$ cat src/rtl/saa_pkg.sv
// ----------------------------------------------------------------------------
// saa_pkg
// Shared widths, angle constants, arctangent table and Q30 helpers for the
// solar altitude/azimuth pipeline.
// ----------------------------------------------------------------------------
package saa_pkg;

  // datapath widths
  localparam int ZW       = 27;  // angle, 1/65536 degree, signed
  localparam int SW       = 32;  // sine / cosine / products, signed Q30
  localparam int RW       = 34;  // rotation-mode CORDIC x/y
  localparam int VW       = 36;  // vectoring-mode CORDIC x/y
  localparam int RADW     = 61;  // square root radicand
  localparam int SQ_STEPS = 31;  // root bits
  localparam int ATAN_LEN = 24;

  // angle constants in 1/65536 degree
  localparam logic signed [ZW-1:0] DEG_FULL    = 27'sd23592960;
  localparam logic signed [ZW-1:0] DEG_HALF    = 27'sd11796480;
  localparam logic signed [ZW-1:0] DEG_QUARTER = 27'sd5898240;

  // CORDIC start vector length (1/gain in Q30)
  localparam logic signed [RW-1:0] CORDIC_GAIN = 34'sd652032874;

  // one in Q30
  localparam logic signed [SW:0] Q30_ONE = 33'sd1073741824;

  // register indexes of the configuration port
  localparam logic [1:0] CFG_LATITUDE     = 2'd0;
  localparam logic [1:0] CFG_DAY_OF_YEAR  = 2'd1;
  localparam logic [1:0] CFG_NORTH_OFFSET = 2'd2;

  // atan(2^-i) in 1/65536 degree, rounded
  function automatic logic signed [ZW-1:0] atan_entry(input int idx);
    logic signed [ZW-1:0] v;
    case (idx)
      0:       v = 27'sd2949120;
      1:       v = 27'sd1740967;
      2:       v = 27'sd919879;
      3:       v = 27'sd466945;
      4:       v = 27'sd234379;
      5:       v = 27'sd117304;
      6:       v = 27'sd58666;
      7:       v = 27'sd29335;
      8:       v = 27'sd14668;
      9:       v = 27'sd7334;
      10:      v = 27'sd3667;
      11:      v = 27'sd1833;
      12:      v = 27'sd917;
      13:      v = 27'sd458;
      14:      v = 27'sd229;
      15:      v = 27'sd115;
      16:      v = 27'sd57;
      17:      v = 27'sd29;
      18:      v = 27'sd14;
      19:      v = 27'sd7;
      20:      v = 27'sd4;
      21:      v = 27'sd2;
      22:      v = 27'sd1;
      default: v = '0;
    endcase
    return v;
  endfunction

  // Q30 product with floor rounding
  function automatic logic signed [SW-1:0] qmul(input logic signed [SW-1:0] a,
                                                input logic signed [SW-1:0] b);
    logic signed [2*SW-1:0] p;
    p = a * b;
    return SW'(p >>> 30);
  endfunction

endpackage

$ cat src/rtl/saa_isqrt.sv
// ----------------------------------------------------------------------------
// saa_isqrt
// Pipelined floor integer square root, one root bit per register stage.
// ----------------------------------------------------------------------------
module saa_isqrt import saa_pkg::*; (
  input  logic                clk,
  input  logic                en,
  input  logic [RADW-1:0]     rad,
  output logic [SQ_STEPS-1:0] root
);

  localparam int RTW = RADW + 1;

  logic [RTW-1:0] vs [SQ_STEPS];
  logic [RTW-1:0] rs [SQ_STEPS];

  for (genvar k = 0; k < SQ_STEPS; k++) begin : g_step
    localparam logic [RTW-1:0] B = RTW'(1) << (2 * (SQ_STEPS - 1 - k));
    logic [RTW-1:0] vi;
    logic [RTW-1:0] ri;
    if (k == 0) begin : g_first
      assign vi = RTW'(rad);
      assign ri = '0;
    end else begin : g_next
      assign vi = vs[k-1];
      assign ri = rs[k-1];
    end
    // trial subtract of the next root bit
    always_ff @(posedge clk) begin
      if (en) begin
        if (vi >= ri + B) begin
          vs[k] <= vi - (ri + B);
          rs[k] <= (ri >> 1) + B;
        end else begin
          vs[k] <= vi;
          rs[k] <= ri >> 1;
        end
      end
    end
  end

  assign root = rs[SQ_STEPS-1][SQ_STEPS-1:0];

endmodule

$ cat config.mk
export PLATFORM = sky130hd
export DESIGN_NAME = saa_isqrt
export DESIGN_NICKNAME = d
export VERILOG_FILES = /design/src/rtl/saa_pkg.sv /design/src/rtl/saa_isqrt.sv
export SDC_FILE = /design/constraint.sdc
export NUM_CORES = 2
export LEC_CHECK = 0
export BUFFER_PORTS_ARGS = -buffer_cell sky130_fd_sc_hd__buf_2
export CAP_MARGIN = 15
export CORE_UTILIZATION = 45
export CTS_CLUSTER_DIAMETER = 30
export DETAILED_ROUTE_END_ITERATION = 16
export PLACE_DENSITY = 0.57
export RECOVER_POWER = 50
export SYNTH_ARGS = -nofsm -noshare
export SYNTH_HDL_FRONTEND = slang
export SYNTH_SLANG_ARGS = --single-unit
$ cat constraint.sdc
create_clock -name clk -period 6.02 [get_ports clk]
set_input_delay 1.204 -clock clk [delete_from_list [all_inputs] [get_ports clk]]
set_output_delay 1.204 -clock clk [all_outputs]
set_load 0.01 [all_outputs]
Word-level counts from Yosys, hierarchy flattened
Memory sizes are Yosys's and may differ from the RTL's.
Cells that the tools add are included.
Widths: inputs -> output; s select.
- bitwise logic cells: 62
- order comparisons: 31
- $add $sub $neg: 91
- mux-type cells: 248
- operators by type and width (kind ; count):
    $mux 62 ; 62
    $ge 62x62->1 ; 30
    $sub 62x62->62 ; 30
    $mux 1 ; 186
    $add 61x1->62 const B ; 1
    $add 61x11->62 const B ; 1
    $add 61x13->62 const B ; 1
    $add 61x15->62 const B ; 1
    $add 61x17->62 const B ; 1
    $add 61x19->62 const B ; 1
    $add 61x21->62 const B ; 1
    $add 61x23->62 const B ; 1
    $add 61x25->62 const B ; 1
    $add 61x27->62 const B ; 1
    $add 61x29->62 const B ; 1
    $add 61x3->62 const B ; 1
    $add 61x31->62 const B ; 1
    $add 61x33->62 const B ; 1
    $add 61x35->62 const B ; 1
    $add 61x37->62 const B ; 1
    $add 61x39->62 const B ; 1
    $add 61x41->62 const B ; 1
    $add 61x43->62 const B ; 1
    $add 61x45->62 const B ; 1
    other kinds (43) ; 104
- memory bits (writable): 3844
- register bits: 0
- output and inout bits: 31
- memories: 2
- logic and storage cells: 434
- memory list (name ; words ; bits a word ; read ports ; clocked after Yosys merged registers in ; write ports ; line ; RTL):
    rs ; 31 ; 62 ; 31 ; 0 ; 31 ; saa_isqrt.sv:15 ; logic [RTW-1:0] rs [SQ_STEPS];
    vs ; 31 ; 62 ; 30 ; 0 ; 31 ; saa_isqrt.sv:14 ; logic [RTW-1:0] vs [SQ_STEPS];

Longest topological paths before layout
An unclocked memory read counts as a cell.
- word-level depth: 7
- mapped depth: 15
- gate-level depth less buffers: 13

Least setup slack after synthesis
No wires, ideal clock.
- path kind: input to register
- start point: input en
- end point: memory rs[1][628] in the netlist's numbering, enable pin
- path slack: 1.064 ns
- data required time: 5.541 ns
- arrival: 4.477 ns
- stages: 4
- path through: clkbuf_1 > clkbuf_1 > clkbuf_1 > clkbuf_1
- RTL lines (item ; line ; RTL):
    start, declared ; saa_isqrt.sv:7 ; input logic en,
    end, declared ; saa_isqrt.sv:15 ;

==> key figures <==
Critical path
  • CP Max Fanout: 162
  • Startpoint Class: input port
  • R2r setup slk: 1040 ps
  • Critical path data required time: 6490 ps
  • FF-to-FF End: vs[1][177]
  • Nature of the critical path endpoint: register
  • CP Data Arrival Time: 5670 ps
  • FF-to-FF path depth: 8
  • Reg2reg start: vs[1][114]
  • Crit Path Category: in -> reg

Route
  • Detail Route Antenna Nets: 0
  • Via count: 74900
  • 1st-iter DRT viols: 7524
  • Via density: 5.66
  • DRC viols: 0
  • Drt pass-1 iters: 6
  • WL/cell: 23.3 um
  • Final wirelength: 309000 um

Floorplan
  • Starting Density: 45.4%
  • Die area: 254000 um^2
  • Io pins: 94
  • Die Y: 504 um
  • Die Wd: 504 um
  • Core box area: 249000 um^2
  • Num rows: 183

Synth
  • Netlist cell types: 88
  • Synthesized instance count: 9083
  • EDFF count, synth: 2356
  • Post-Syn Area per Cell: 12.5 um^2
  • #FFs+latches synth: 2356
  • Netlist Area Pre-Place: 113000 um^2
  • Synth Flop Type: edfxtp_1
  • Syn Nets: 9669
  • Seq/Total Area, Yosys: 62.4%
  • Yosys warns: 0
  • Synth async-reset ratio: 0%

Global route
  • Congestion Overflow GR: 0
  • Vias in the first global route: 72800
  • Gr usage total: 23.9%
  • Initial antenna violation count: 15
  • Largest net degree at the start of global routing: 186
  • First-pass GRT wire length: 462000 um

CTS
  • Num CTS Buffers: 475
  • CTS Root Cell: clkbuf_16
  • Clock buffer depth: 4
  • Setup bufs post-CTS: 0
  • # H-tree levels: 5
  • Clock Latency Late Sink: 930 ps
  • CTS clk-pin slew, worst paths: 60 ps
  • CTS tree: done
  • CTS hold repair buffers: 0
  • Clock sink total: 2356
  • PostCTS Resize Cnt: 0

Finish
  • Commonest non-fill, non-tap cells in the layout: edfxtp_1, nand2_1, inv_1
  • Area grow syn2layout: 18.3%
  • Layout cells sized above 1: 10.9%
  • Design Area, Final: 134000 um^2
  • Nets@finish: 10100
  • Fin util: 53.8%
  • Most common cell after layout, fill and taps aside: edfxtp_1

Pwr
  • Worst IR Drop VDD: 0.283 mV
  • Leakage: 0.0505 uW
  • PD cells: 443 nW/um^2

STA
  • Crit share post-route: 86.4%
  • Actual slew at the worst max-slew pin: 4340 ps
  • Hold violation count in the final report: 0
  • Setup TNS: 0 ps
  • Final Critical Period: 5200 ps
  • Highest Clock Rate: 0.192 GHz
  • Unrepaired setup endpoints after global routing: no
  • Slew Viols, Final: 1132
  • Max_slew headroom: -189%
  • Clock Skew: 84.6 ps
  • Final Setup Violations: 0

Run status
  • Status: finished, violations left
  • Failing checks: capacitance limit, slew limit

Hold path
  • Min-Delay Path Depth: 1
  • Destination of the worst hold path: vs[0][42]
  • Hold Crit Start: rad[42]
  • HP Class: in -> reg

Placement
  • DP Area: 118000 um^2
  • Dpl hpwl: 234000 um
  • Buffers on Ports: 93
  • Final GP Congestion: 0.982

Job
  • Max Cap Viol: 15
## registers in the layout, indices dropped and copies added (netlist names)
register,cells
rs,496
vs,1860
## per-layer routing
layer	up-vias	share of wire (%)	GRT usage [%]
met5	-	0.011	0
met3	531	7.8	5.26
met1	36700	46	34.5
met4	6	3.1	7.82
met2	2534	43	35.8
li1	35100	-	-
## power by group
part / total (uW) / internal, uW / switching (uW)
clock network: 26200 / 17400 / 8840
registers: 23000 / 20900 / 2090
logic: 10200 / 3900 / 6310
## logic make-up (layout without fill, tap and decap cells)
| logic type | after synthesis | count (layout) | share of synthesized area, % |
|---|---|---|---|
| buffers and inverters | 847 | 1672 | 2.82 |
| and+or+nand+nor | 2781 | 2781 | 12.7 |
| DFF | 2356 | 2356 | 62.4 |
| AOI/OAI and AO/OA | 1668 | 1668 | 9.11 |
| xor gates and xnor gates | 831 | 831 | 6.42 |
| other | 0 | 5 | 0 |
| muxes | 77 | 77 | 0.752 |
| adders and majority gates | 523 | 523 | 5.78 |
## how the worst max path moves through the flow
stage,start,to,slack (ps)
final,en,vs[1][666],820
after detailed placement,vs[1][114],vs[1][177],1040
after CTS,vs[1][114],vs[1][177],950
after floorplan,en,rs[1][628],1060
after global placement,vs[1][114],vs[1][177],1070
after global routing,en,vs[0][557],580
## critical path: stages
cell,delay (ps)
buf_12,200
clkbuf_1,1080
clkbuf_1,2290
buf_12,550
## final cells by class
class	count	area [um^2]
fill	21000	115000
sequential	2356	70700
multi-input combinational	5880	39400
clock buffer	527	12100
tap	3330	4170
clock inverter	346	4110
inverter	634	2380
timing repair buffer	165	1020
antenna	5	12.5
## metrics by stage
step,power [uW],cells,setup slack (ps),hold WS [ps]
2_1_floorplan,29300,9083,1060,417
3_3_place_gp,33100,12400,1070,424
3_5_place_dp,33100,12400,1040,432
4_1_cts,59600,13200,945,351
5_1_grt,61700,13200,580,368
6_report,59400,13200,820,424
## cell usage after synthesis, drive strengths merged (22+ instances only)
cell	count	area share [%]
nand3	139	0.61
nand2	694	2.3
or4	83	0.56
a21boi	22	0.15
o31ai	38	0.25
xnor2	398	3.1
nand3b	23	0.15
or3	107	0.60
a211oi	49	0.32
or2	37	0.20
o21ai	502	2.2
o21bai	37	0.25
nand4	157	0.87
nor4	344	1.9
inv	632	2.1
nor2b	81	0.45
a21oi	468	2.1
xor2	433	3.3
edfxtp	2356	62
a21o	194	1.3
nor3	238	1.1
and3	43	0.24
buf	22	0.088
nor3b	27	0.18
a31oi	50	0.28
ha	523	5.8
and2	34	0.19
o21a	96	0.64
nor4b	48	0.38
clkbuf	191	0.63
nor2	552	1.8
mux2	65	0.65
nand2b	111	0.61
o211ai	35	0.23
No activity file was read; power rests on OpenSTA's default activity.
