--- config.mk ---
export PLATFORM = sky130hd
export DESIGN_NAME = saa_cordic_rot
export DESIGN_NICKNAME = d
export VERILOG_FILES = /design/src/rtl/saa_pkg.sv /design/src/rtl/saa_cordic_rot.sv
export SDC_FILE = /design/constraint.sdc
export NUM_CORES = 2
export LEC_CHECK = 0
export BUFFER_PORTS_ARGS = -buffer_cell sky130_fd_sc_hd__buf_4
export CAP_MARGIN = 25
export CORE_MARGIN = 2
export CORE_UTILIZATION = 40
export CTS_CLUSTER_DIAMETER = 50
export DETAILED_ROUTE_END_ITERATION = 16
export GPL_ROUTABILITY_DRIVEN = 0
export PLACE_DENSITY = 0.65
export SKIP_CTS_REPAIR_TIMING = 1
export SLEW_MARGIN = 20
export SYNTH_ARGS = -nofsm -noshare
export SYNTH_HDL_FRONTEND = slang
export SYNTH_SLANG_ARGS = --single-unit
export TNS_END_PERCENT = 20
--- constraint.sdc ---
create_clock -name clk -period 6.1 [get_ports clk]
set_input_delay 1.22 -clock clk [delete_from_list [all_inputs] [get_ports clk]]
set_output_delay 1.22 -clock clk [all_outputs]
set_load 0.01 [all_outputs]
--- src/rtl/saa_pkg.sv ---
// ----------------------------------------------------------------------------
// saa_pkg
// Shared widths, angle constants, arctangent table and Q30 helpers for the
// solar altitude/azimuth pipeline.
// ----------------------------------------------------------------------------
package saa_pkg;

  // datapath widths
  localparam int ZW       = 27;  // angle, 1/65536 degree, signed
  localparam int SW       = 32;  // sine / cosine / products, signed Q30
  localparam int RW       = 34;  // rotation-mode CORDIC x/y
  localparam int VW       = 36;  // vectoring-mode CORDIC x/y
  localparam int RADW     = 61;  // square root radicand
  localparam int SQ_STEPS = 31;  // root bits
  localparam int ATAN_LEN = 24;

  // angle constants in 1/65536 degree
  localparam logic signed [ZW-1:0] DEG_FULL    = 27'sd23592960;
  localparam logic signed [ZW-1:0] DEG_HALF    = 27'sd11796480;
  localparam logic signed [ZW-1:0] DEG_QUARTER = 27'sd5898240;

  // CORDIC start vector length (1/gain in Q30)
  localparam logic signed [RW-1:0] CORDIC_GAIN = 34'sd652032874;

  // one in Q30
  localparam logic signed [SW:0] Q30_ONE = 33'sd1073741824;

  // register indexes of the configuration port
  localparam logic [1:0] CFG_LATITUDE     = 2'd0;
  localparam logic [1:0] CFG_DAY_OF_YEAR  = 2'd1;
  localparam logic [1:0] CFG_NORTH_OFFSET = 2'd2;

  // atan(2^-i) in 1/65536 degree, rounded
  function automatic logic signed [ZW-1:0] atan_entry(input int idx);
    logic signed [ZW-1:0] v;
    case (idx)
      0:       v = 27'sd2949120;
      1:       v = 27'sd1740967;
      2:       v = 27'sd919879;
      3:       v = 27'sd466945;
      4:       v = 27'sd234379;
      5:       v = 27'sd117304;
      6:       v = 27'sd58666;
      7:       v = 27'sd29335;
      8:       v = 27'sd14668;
      9:       v = 27'sd7334;
      10:      v = 27'sd3667;
      11:      v = 27'sd1833;
      12:      v = 27'sd917;
      13:      v = 27'sd458;
      14:      v = 27'sd229;
      15:      v = 27'sd115;
      16:      v = 27'sd57;
      17:      v = 27'sd29;
      18:      v = 27'sd14;
      19:      v = 27'sd7;
      20:      v = 27'sd4;
      21:      v = 27'sd2;
      22:      v = 27'sd1;
      default: v = '0;
    endcase
    return v;
  endfunction

  // Q30 product with floor rounding
  function automatic logic signed [SW-1:0] qmul(input logic signed [SW-1:0] a,
                                                input logic signed [SW-1:0] b);
    logic signed [2*SW-1:0] p;
    p = a * b;
    return SW'(p >>> 30);
  endfunction

endpackage

--- src/rtl/saa_cordic_rot.sv ---
// ----------------------------------------------------------------------------
// saa_cordic_rot
// Pipelined rotation-mode CORDIC: sine and cosine of an angle in 1/65536
// degree, one iteration per register stage.
// ----------------------------------------------------------------------------
module saa_cordic_rot import saa_pkg::*; #(
  parameter int STAGES = 16
) (
  input  logic                 clk,
  input  logic                 en,
  input  logic signed [ZW-1:0] angle,
  output logic signed [SW-1:0] sin_out,
  output logic signed [SW-1:0] cos_out
);

  localparam int NS = (STAGES < ATAN_LEN) ? STAGES : ATAN_LEN;

  logic signed [ZW-1:0] red;
  logic signed [ZW-1:0] fz;
  logic                 fneg;
  logic signed [RW-1:0] xs [NS];
  logic signed [RW-1:0] ys [NS];
  logic signed [ZW-1:0] zs [NS];
  logic                 ng [NS];

  // reduce to [-180,180)
  always_ff @(posedge clk) begin
    if (en) begin
      if (angle >= DEG_HALF) begin
        red <= angle - DEG_FULL;
      end else if (angle < -DEG_HALF) begin
        red <= angle + DEG_FULL;
      end else begin
        red <= angle;
      end
    end
  end

  // fold into [-90,90] and remember to negate
  always_ff @(posedge clk) begin
    if (en) begin
      if (red > DEG_QUARTER) begin
        fz   <= red - DEG_HALF;
        fneg <= 1'b1;
      end else if (red < -DEG_QUARTER) begin
        fz   <= red + DEG_HALF;
        fneg <= 1'b1;
      end else begin
        fz   <= red;
        fneg <= 1'b0;
      end
    end
  end

  // one micro-rotation per stage
  for (genvar i = 0; i < NS; i++) begin : g_iter
    logic signed [RW-1:0] xi;
    logic signed [RW-1:0] yi;
    logic signed [ZW-1:0] zi;
    logic                 ni;
    if (i == 0) begin : g_first
      assign xi = CORDIC_GAIN;
      assign yi = '0;
      assign zi = fz;
      assign ni = fneg;
    end else begin : g_next
      assign xi = xs[i-1];
      assign yi = ys[i-1];
      assign zi = zs[i-1];
      assign ni = ng[i-1];
    end
    always_ff @(posedge clk) begin
      if (en) begin
        if (!zi[ZW-1]) begin
          xs[i] <= xi - (yi >>> i);
          ys[i] <= yi + (xi >>> i);
          zs[i] <= zi - atan_entry(i);
        end else begin
          xs[i] <= xi + (yi >>> i);
          ys[i] <= yi - (xi >>> i);
          zs[i] <= zi + atan_entry(i);
        end
        ng[i] <= ni;
      end
    end
  end

  // undo the fold
  always_ff @(posedge clk) begin
    if (en) begin
      sin_out <= SW'(ng[NS-1] ? -ys[NS-1] : ys[NS-1]);
      cos_out <= SW'(ng[NS-1] ? -xs[NS-1] : xs[NS-1]);
    end
  end

endmodule

# After elaboration in Yosys (flattened, before gate mapping)
# Memories as Yosys holds them, arrays and structs flattened.
# Cells that the tools add are included.
# totals
ff_bits	119
latch_bits	0
ram_bits	1536
mem_bits_ro	0
word_cells	312
n_memories	4
# mem_list
name	depth	width	rd	rd_clocked_by_memory_dff	write_ports	line	rtl
xs	16	34	16	0	16	saa_cordic_rot.sv:21	logic signed [RW-1:0] xs [NS];
ys	16	34	16	0	16	saa_cordic_rot.sv:22	logic signed [RW-1:0] ys [NS];
zs	16	27	15	0	16	saa_cordic_rot.sv:23	logic signed [ZW-1:0] zs [NS];
ng	16	1	16	0	16	saa_cordic_rot.sv:24	logic ng [NS];
# classes
n_addsub	98
mul	0
div_mod_pow	0
n_lt_le_gt_ge	4
eq_ne	0
n_shift	0
mux	153
bitwise	48
n_reduce_logical	0
# op_table
cell	n
$mux 34	32
$mux 27	20
$mux 1	99
$add 34x19->34	2
$add 34x20->34	2
$add 34x21->34	2
$add 34x22->34	2
$add 34x23->34	2
$add 34x24->34	2
$add 34x25->34	2
$add 34x26->34	2
$add 34x27->34	2
$add 34x28->34	2
$add 34x29->34	2
$add 34x30->34	2
$add 34x31->34	2
$add 34x32->34	2
$add 34x33->34	2
$sub 34x19->34	2
$sub 34x20->34	2
$sub 34x21->34	2
$sub 34x22->34	2
$sub 34x23->34	2
$sub 34x24->34	2
52 further kinds	110

# Depth between registers and ports, before layout
# An unclocked memory read counts as a cell.
# depth
word_depth	5
depth_mapped	22
depth_no_buf	22

# Worst setup path before layout
# Ideal clock, no wire load.
# synth_timing
path_kind	input-to-reg
startpoint	in en
endpoint	mem xs[3][32], in the netlist xs[0][134] (data pin)
arrival_time_ps	5652
setup_slack_ps	187
path_stages	16
cell_sequence	clkbuf_1 > nand2_1 > clkbuf_1 > o21ai_0 > fa_1 > a211oi_1 > o21ai_0 > a31oi_1 > o21ai_0 > a221oi_1 > o211ai_1 > a2111oi_0 > or4_1 > a21oi_1 > a211oi_1 > xnor2_1
# synth_rtl
item	line	rtl
from (decl)	saa_cordic_rot.sv:10	input logic en,
to (decl)	saa_cordic_rot.sv:21	

==> flow_metrics.py <==
metrics = {
    "placement": {
        "count_of_input_and_output_buffers": 92,
        "dp_hpwl_mm": 243.5,
    },
    "setup_path": {
        "timing.critical_path.to_type": "flop",
        "critPathMaxStageDelay_ns": 0.65,
        "worstPathCellList": "or3_1, nor3_1, nor3b_1, nand3b_1, or3_1, or4_1, o21ai_0, xor2_1, ha_1, nand2_1, nand2_1, or3_1, o221ai_1, a21oi_1, a2111oi_1, o31a_1, a31oi_1, a211oi_1, o21bai_1, xnor2_1",
        "crit_top_cell": "sky130_fd_sc_hd__or3_1",
        "setup.worst_path.start_class": "flop",
        "gate_family_responsible_for_the_most_delay_along_the_worst_path": "simple AND/OR/NAND/NOR gates",
        "setup.reg_to_reg.worst_slack_ns": 0.37,
        "worstPathArrival_ns": 6.34,
        "timing.reg2reg.worst_path_depth": 20,
        "crit_buf_inv": 0,
        "crit_path_max_fanout": 6,
        "cp_slowest_cell": "sky130_fd_sc_hd__a2111oi_1",
        "required_ns": 6.72,
        "r2r-start": "xs[1][186]",
        "crit_type": "reg2reg",
        "worst_r2r_endpoint": "ys[1][237]",
    },
    "global_route": {
        "grt_first_pass_wirelength_mm": 484.6,
        "gr_busiest_metal": "met2",
        "initial_antenna_violation_count": 4,
        "grt_use_met2_pct": 32.69,
        "global_routing_met1_resource_utilization_pct": 26.29,
        "grtUsageTotal_pct": 19.44,
        "largest_net_degree_at_the_start_of_global_routing": 149,
        "number_of_global_route_vias_before_repair": 87720,
        "grtUsageMet3_pct": 2.197,
        "grt-ovfl-total": 0,
    },
    "clock_network": {
        "numClockSinks": 1505,
        "htree_levels": 4,
        "clk_latency_ns": 0.88,
        "ctsLongestPathBuffers": 4,
        "cts-buffers-inserted": 203,
        "ctsRootBufferMaster": "sky130_fd_sc_hd__clkbuf_16",
        "tritoncts": "yes",
        "clk_transition_reported_paths_ns": 0.06,
    },
    "outcome": {
        "outcome": "completed",
    },
    "floorplanning": {
        "floorplan.core_area_mm2": 0.3003,
        "floorplan.io_pins": 93,
        "floorplan.die.width_um": 553.9,
        "design.die.area_mm2": 0.3068,
        "chip_height_um": 553.9,
        "initial_core_util_pct": 40.28,
        "floorplan.rows": 201,
    },
    "timing": {
        "slew_viol_final": 0,
        "hold_slack_ns": 0.4165,
        "rsz0062_at_grt": "no",
        "finalSetupTns_ns": 0,
        "fin_skew_ns": 0.1014,
        "clock.fmax_mhz": 174.6,
        "period_needed_ns": 5.727,
        "slew_headroom_pct": 30.61,
        "worstMarginPinSlew_ns": 1.027,
        "finalSetupViolCount": 0,
        "final-hold-violation-count": 0,
        "final_min_period_over_clock_period_pct": 93.88,
    },
    "synth": {
        "synthesized_netlist_net_count": 13690,
        "dominantRegCellSynth": "sky130_fd_sc_hd__edfxtp_1",
        "synth-compound-area-share_pct": 19.58,
        "seq_area_frac_synth_pct": 37.36,
        "postSynthRegisterBits": 1505,
        "synthesis.area_per_instance_um2": 9.835,
        "syn_inst": 12300,
        "number_of_flops_mapped_to_enable_cells_by_yosys": 1505,
        "synth_xor_area_share_pct": 13.30,
        "synth_area_mm2": 0.1210,
        "async_sr_flop_fraction_pct": 0,
        "synthSimpleGateAreaFrac_pct": 12.45,
        "dominant_combinational_cell_family_by_area_after_synthesis": "compound AO/OA/AOI/OAI gates",
        "synth_mux_area_share_pct": 0.9847,
        "synth-adder-area-share_pct": 14.30,
        "yosys_warnings": 0,
        "synth.lib_cells_used.distinct": 83,
    },
    "finish": {
        "fill_cells": 28630,
        "syn_to_final_growth_pct": 10.71,
        "layout.nets": 13930,
        "drive_gt1_share_pct": 5.566,
    },
    "detailed_routing": {
        "drt-pass1-iter-count": 6,
        "first_iter_violations": 7192,
        "routed_vias": 92880,
        "viasPerCell": 5.574,
        "detail_route.drc_violations": 0,
        "finalWirelength_mm": 307.5,
        "detail_route.wl_per_cell_um": 18.45,
        "antenna_violating_nets_post_route": 0,
    },
    "run": {
        "max-cap-violations": 0,
    },
    "min_path": {
        "hold_end": "ng[0][5]",
        "hp-start": "ng[0][4]",
        "hold_depth": 0,
        "hp-class": "reg2reg",
    },
}
[cell families after synthesis]
family                   Yosys count
AND/OR/NAND/NOR                 3088
buffers and inverters            652
XOR/XNOR                        1837
flip-flops                      1505
adder cells (fa/ha/maj)         1356
AO/OA/AOI/OAI                   3749
multiplexers                     113
[per-stage QoR]
stage | worst slack, ns | cell area (um2) | std cells | utilization [%]
global route | 0.004972 | 133900 | 16660 | 44.60
floorplan | 0.1868 | 121000 | 12300 | -
global placement | 0.1672 | 127100 | 16290 | 42.33
CTS | 0.3297 | 133900 | 16660 | 44.59
detailed placement | 0.1779 | 127100 | 16290 | 42.33
finish | 0.3734 | 133900 | 16660 | 44.60
[state kept, by name (all words and copies together) (netlist names)]
signal and count:
red 27, ng 16, xs 482, ys 509
fz 27, cos_out 32, zs 379, fneg 1
sin_out 32
[layer usage]
layer	vias up	share of wire (%)
met1	43910	46
li1	46400	-
met2	2131	47
met5	-	0.0042
met3	439	4.8
met4	2	2.8
[worst max path at each step]
stage | cells past startpoint | start | endpoint
5_1_grt | 17 | xs[1][223] | ys[1][269]
3_3_place_gp | 17 | en | xs[0][271]
4_1_cts | 20 | xs[1][187] | ys[1][237]
3_5_place_dp | 17 | en | xs[0][203]
6_report | 20 | xs[1][186] | ys[1][237]
2_1_floorplan | 16 | en | xs[0][134]
[Yosys cell counts (103+ instances only)]
cell	number	area, um2
sky130_fd_sc_hd__a21o_1	567	4257
sky130_fd_sc_hd__a21oi_1	1234	6176
sky130_fd_sc_hd__o31ai_1	165	1239
sky130_fd_sc_hd__nand3_1	196	980.9
sky130_fd_sc_hd__edfxtp_1	1505	45190
sky130_fd_sc_hd__or3_1	117	732.0
sky130_fd_sc_hd__nor2_1	913	3427
sky130_fd_sc_hd__clkbuf_1	175	656.9
sky130_fd_sc_hd__o21bai_1	151	1134
sky130_fd_sc_hd__o21ai_0	726	3633
sky130_fd_sc_hd__xnor2_1	1251	10960
sky130_fd_sc_hd__nor2b_1	186	1164
sky130_fd_sc_hd__a211oi_1	119	893.4
sky130_fd_sc_hd__a31oi_1	103	644.4
sky130_fd_sc_hd__o21a_1	183	1374
sky130_fd_sc_hd__nor3_1	275	1376
sky130_fd_sc_hd__nand2b_1	253	1583
sky130_fd_sc_hd__xor2_1	586	5132
sky130_fd_sc_hd__nand2_1	654	2455
sky130_fd_sc_hd__ha_1	1312	16420
sky130_fd_sc_hd__inv_1	448	1682
[cells in the final DEF (no fill, tap or decap), types with 35 or more instances in the layout]
cell type and instances:
sky130_fd_sc_hd__nor2_1 913, sky130_fd_sc_hd__nand2b_1 253, sky130_fd_sc_hd__a31oi_1 103, sky130_fd_sc_hd__and2_1 47
sky130_fd_sc_hd__nor2b_1 186, sky130_fd_sc_hd__edfxtp_1 1505, sky130_fd_sc_hd__o31a_1 39, sky130_fd_sc_hd__xnor2_1 1251
sky130_fd_sc_hd__clkbuf_16 205, sky130_fd_sc_hd__mux2i_1 65, sky130_fd_sc_hd__a21o_1 567, sky130_fd_sc_hd__a21oi_1 1234
sky130_fd_sc_hd__nand4_1 75, sky130_fd_sc_hd__nand3_1 196, sky130_fd_sc_hd__o21a_1 183, sky130_fd_sc_hd__nand2_1 648
sky130_fd_sc_hd__a211oi_1 119, sky130_fd_sc_hd__or3_1 117, sky130_fd_sc_hd__a21boi_0 45, sky130_fd_sc_hd__o31ai_1 165
sky130_fd_sc_hd__mux2_2 48, sky130_fd_sc_hd__or4_1 35, sky130_fd_sc_hd__o21ai_0 726, sky130_fd_sc_hd__xor2_1 586
sky130_fd_sc_hd__nor4_1 73, sky130_fd_sc_hd__nor3_1 275, sky130_fd_sc_hd__or2_2 57, sky130_fd_sc_hd__and3_1 102
sky130_fd_sc_hd__o21bai_1 151, sky130_fd_sc_hd__ha_1 1312, sky130_fd_sc_hd__buf_4 221, sky130_fd_sc_hd__o211ai_1 59
sky130_fd_sc_hd__fa_1 44, sky130_fd_sc_hd__inv_1 448, sky130_fd_sc_hd__o41ai_1 64
[cell type report]
class | count | area [um2] | area share, %
Tap cell | 3958 | 4952 | 3.698
Timing Repair Buffer | 235 | 1947 | 1.454
Clock inverter | 134 | 1551 | 1.158
Antenna cell | 2 | 5.005 | 0.003737
Inverter | 454 | 1704 | 1.272
Clock buffer | 231 | 5228 | 3.903
Multi-Input combinational cell | 10140 | 73340 | 54.77
Sequential cell | 1505 | 45190 | 33.75
Power is not shown: default switching activity piles up to over one toggle a cycle in this logic, so the estimate is an artifact.
